### config.mk
export PLATFORM = sky130hd
export DESIGN_NAME = cnin_reduce
export DESIGN_NICKNAME = d
export VERILOG_FILES = /design/src/sv/cnin_pkg.sv /design/src/sv/cnin_reduce.sv
export SDC_FILE = /design/constraint.sdc
export NUM_CORES = 1
export LEC_CHECK = 0
export BUFFER_PORTS_ARGS = -buffer_cell sky130_fd_sc_hd__clkbuf_2
export CAP_MARGIN = 10
export CORE_MARGIN = 3
export CORE_UTILIZATION = 40
export DETAILED_ROUTE_END_ITERATION = 8
export GPL_TIMING_DRIVEN = 0
export HOLD_SLACK_MARGIN = 0.08
export PLACE_DENSITY_LB_ADDON = 0.3
export SLEW_MARGIN = 10
export SYNTH_ARGS = -nofsm -noshare
export SYNTH_HDL_FRONTEND = slang
export SYNTH_SLANG_ARGS = --single-unit
### constraint.sdc
create_clock -name clk_i -period 1.8 [get_ports clk_i]
set_clock_uncertainty 0.2 [all_clocks]
set_input_delay 0.18 -clock clk_i [delete_from_list [all_inputs] [get_ports clk_i]]
set_output_delay 0.18 -clock clk_i [all_outputs]
set_load 0.05 [all_outputs]
### src/sv/cnin_pkg.sv
package cnin_pkg;

  // Field widths
  localparam int unsigned NodeW  = 12;
  localparam int unsigned CountW = 13;

  localparam logic [NodeW-1:0]  INDEX_MAX = 12'hFFF;
  localparam logic [CountW-1:0] COUNT_MAX = 13'd4096;
  localparam logic [CountW-1:0] COUNT_MIN = 13'd1;

  // Control states of the item sequencer
  typedef enum logic [1:0] {
    ST_IDLE,
    ST_REDUCE,
    ST_RESOLVE
  } state_e;

  // One entry of the cut node table
  typedef struct packed {
    logic             valid;
    logic [NodeW-1:0] index;
  } assign_entry_t;

  // Table access requests from the sequencer
  typedef struct packed {
    logic rd_en;
    logic wr_assign;
    logic wr_claim;
  } tbl_ctrl_t;

  // Clamp the configured count into its usable range
  function automatic logic [CountW-1:0] effective_count(input logic [CountW-1:0] count);
    logic [CountW-1:0] eff;
    if (count == '0) begin
      eff = COUNT_MIN;
    end else if (count > COUNT_MAX) begin
      eff = COUNT_MAX;
    end else begin
      eff = count;
    end
    return eff;
  endfunction

endpackage

### src/sv/cnin_reduce.sv
module cnin_reduce #(
  parameter int unsigned CUT_NODES = 4096
) (
  input  logic                         clk_i,
  input  logic                         rst_ni,
  input  logic                         valid_i,
  input  logic [cnin_pkg::NodeW-1:0]   node_i,
  output logic                         valid_o,
  output logic [$clog2(CUT_NODES)-1:0] idx_o
);
  import cnin_pkg::*;

  localparam int unsigned CIW   = $clog2(CUT_NODES);
  localparam int unsigned RECIP = 4096 / CUT_NODES;

  logic v1_q, v2_q;

  // Advance the valid flags through both stages
  always_ff @(posedge clk_i or negedge rst_ni) begin
    if (!rst_ni) begin
      v1_q <= 1'b0;
      v2_q <= 1'b0;
    end else begin
      v1_q <= valid_i;
      v2_q <= v1_q;
    end
  end

  assign valid_o = v2_q;

  if (CUT_NODES < 4096) begin : g_mod
    localparam logic [NodeW-1:0] RECIP_L = NodeW'(RECIP);
    localparam logic [NodeW-1:0] CUT_L   = NodeW'(CUT_NODES);

    logic [NodeW-1:0]   x1_q;
    logic [NodeW-1:0]   q1_q;
    logic [CountW-1:0]  r2_q;
    logic [2*NodeW-1:0] prod;
    logic [2*NodeW-1:0] back;
    logic [CountW-1:0]  r_fix;

    // Estimate the quotient by a reciprocal; it is low by at most one
    assign prod = {{NodeW{1'b0}}, node_i} * {{NodeW{1'b0}}, RECIP_L};
    assign back = {{NodeW{1'b0}}, q1_q} * {{NodeW{1'b0}}, CUT_L};

    always_ff @(posedge clk_i) begin
      x1_q <= node_i;
      q1_q <= prod[2*NodeW-1:NodeW];
      r2_q <= {1'b0, x1_q} - back[CountW-1:0];
    end

    // Correct a remainder that is one divisor too large
    always_comb begin
      if (r2_q >= {1'b0, CUT_L}) begin
        r_fix = r2_q - {1'b0, CUT_L};
      end else begin
        r_fix = r2_q;
      end
    end

    assign idx_o = CIW'(r_fix);
  end else begin : g_pass
    logic [NodeW-1:0] x1_q, x2_q;

    always_ff @(posedge clk_i) begin
      x1_q <= node_i;
      x2_q <= x1_q;
    end

    assign idx_o = CIW'(x2_q);
  end

endmodule

==> flow_summary.ini <==
[outcome]
outcome = complete, no violations

[final_layout]
stdcell_count = 86
filler_cell_count = 84
final_cell_area_um2 = 870
layout_common_cells = clkbuf_2, dfxtp_1, dlygate4sd3_1
register_area_um2 = 531
area_growth_syn_to_layout_pct = 63.9
antenna_cells_inserted = 0
multi_input_logic_cell_count = 0
layout.nets = 88
layout_commonest_cell = clkbuf_2
multi_input_area_um2 = 0
drive_above_1_share_pct = 43.1

[clock_tree]
cts_post_setup_buffers_inserted = 0
cts.repair.resized = 0
cts.clk_slew.worst_paths_ps = 120
clockRootBuffer = clkbuf_4
tritoncts.num_buffers = 3
cts_tree = done
clock_insertion_delay_worst_skew_ps = 300
cts_sinks = 26
clockBufferDepth = 2
cts-htree-levels = 1

[flow_run]
maxCapViolations = 0

[worst_setup_path]
crit_slowest_cell = dfrtp_1
timing.critical_path.buf_inv = 1
cp_data_arrival_time_ps = 910
crit_path_end_kind = primary output
critical_path_class = reg -> out
critical_path.top_delay_family = flip-flops
type_of_origin_of_the_critical_path = flip-flop
slowest_delay_ps = 380
worstPathCellList = clkbuf_2
path_depth = 1
crit_fanout = 1
critical_path_required_ps = 1420
reg2regPathDepth = 0

[yosys]
synth_register_bits = 26
synthesis.area_per_instance_um2 = 20.4
postSynthNetCount = 41
number_of_different_library_cells_in_the_post_synthesis_netlist = 2
seq_total_area_yosys_pct = 100
synth.cell_area_um2 = 531
ys_warn_count = 0
netlist_instances = 26

[power]
leakagePower_nw = 0.422
power.sequential.fraction_pct = 61.9
power.share.combinational_pct = 11.0
power.net_switching_uw = 219
p_per_area_nw_per_um2 = 1140
total_power_uw = 990
relative_contribution_of_the_clock_network_to_total_power_pct = 27.1
power.internal_uw = 771
switching_share_pct = 22.1
peakVddDrop_mv = 0.665

[die]
floorplan.initialDensity_pct = 45.3
vertical_die_dimension_um = 42.4
die_area_um2 = 1800
boundaryPins = 28
die_w_um = 42.4
rows = 12
core_region_area_um2 = 1170

[detailed_routing]
antenna_nets_post_route = 0
vias = 328
drt-vias-per-instance = 3.81
drt_drc_violations_left = 0
detail_route.wl_per_cell_um = 8.45
detail_route.wirelength_um = 727
detailedRoute.firstPassIterationCount = 2
drt_first_iter_violations = 2

[grt]
grt_usage_pct = 10.0
pin_count_of_the_biggest_net_entering_global_routing = 15
global_route.overflow_total = 0
antenna_violations_before_repair = 0
grt_first_pass_wirelength_um = 1310
grt_pass1_vias = 345

[timing]
sum_neg_setup_slack_ps = 0
post-route-min-period_ps = 1290
finalHoldViolations = 0
layout_worst_path_cycle_share_pct = 71.7
drv_slew = 0
grt_setup_unrepaired = false
relSlewSlack_pct = 81.3
max_clock_freq_mhz = 775
hold_ws_ps = 139
worst_pin_slew_ps = 281
setup_viol_count_final = 0

[place]
placedInstanceArea_um2 = 683
io_buffer_count = 27
routabilityCongestion = 0.548
placed_cells_incl_taps = 67

[worst_hold_path]
worst_hold_path_type = reg -> reg
whs_path_depth = 0
==> area by class of cell <==
cell class / count / area share [%]
Sequential cell: 26 / 61.0
Timing Repair Buffer: 42 / 32.8
Clock buffer: 4 / 4.17
Tap cell: 14 / 2.01
==> cells in the mapped netlist <==
cell      n  share of area (%)
dfxtp_1  24                 91
dfrtp_1   2                9.4
==> metrics by stage <==
step,setup WS [ps],util (%)
finish,510,74.3
CTS,480,74.3
detailed placement,855,58.3
floorplan,833,-
global placement,850,58.3
global route,447,74.3
==> sequential cells by signal, summed over array words and instances (netlist names) <==
| signal | cells |
|---|---|
| idx_o | 12 |
| valid_o | 1 |
| g_pass.x1_q | 12 |
| v1_q | 1 |
==> cells by family (layout without fill, tap and decap cells) <==
| logic type | Yosys count | count (layout) | share of synthesized area (%) |
|---|---|---|---|
| buffers and inverters | 0 | 46 | 0 |
| DFF | 26 | 26 | 100 |
==> layer usage <==
metal / global-route usage (%) / wire length (um) / up-vias
met5: 0 / 0 / -
li1: - / - / 171
met2: 18.5 / 381 / 19
met3: 6.44 / 86 / 0
met4: 3.73 / 0 / 0
met1: 8.31 / 259 / 138
==> what timing repair did <==
action                     4_1_cts  5_1_grt
hold endpoints to repair        15        0
setup endpoints to repair        0        0
hold buffers                    15        0
==> power by group through the flow <==
stage	Sequential, mW	Clock, mW	Combinational (mW)
final	0.613	0.269	0.109
after global routing	0.617	0.307	0.115
after CTS	0.613	0.283	0.109
after detailed placement	0.626	0	0.0841
after global placement	0.625	0	0.0838
after floorplan	0.680	0	0
==> worst paths after layout <==
kind / from / to / slack [ps]
worst max-delay path: valid_o / valid_o / 510
max in group asynchronous: rst_ni / valid_o / 770
worst min-delay path: g_pass.x1_q[0] / idx_o[0] / 140
min in group asynchronous: rst_ni / v1_q / 510
worst min register to register: g_pass.x1_q[0] / idx_o[0] / 140
worst max register to register: v1_q / valid_o / 1130
Power figures use the tool's default switching activity.
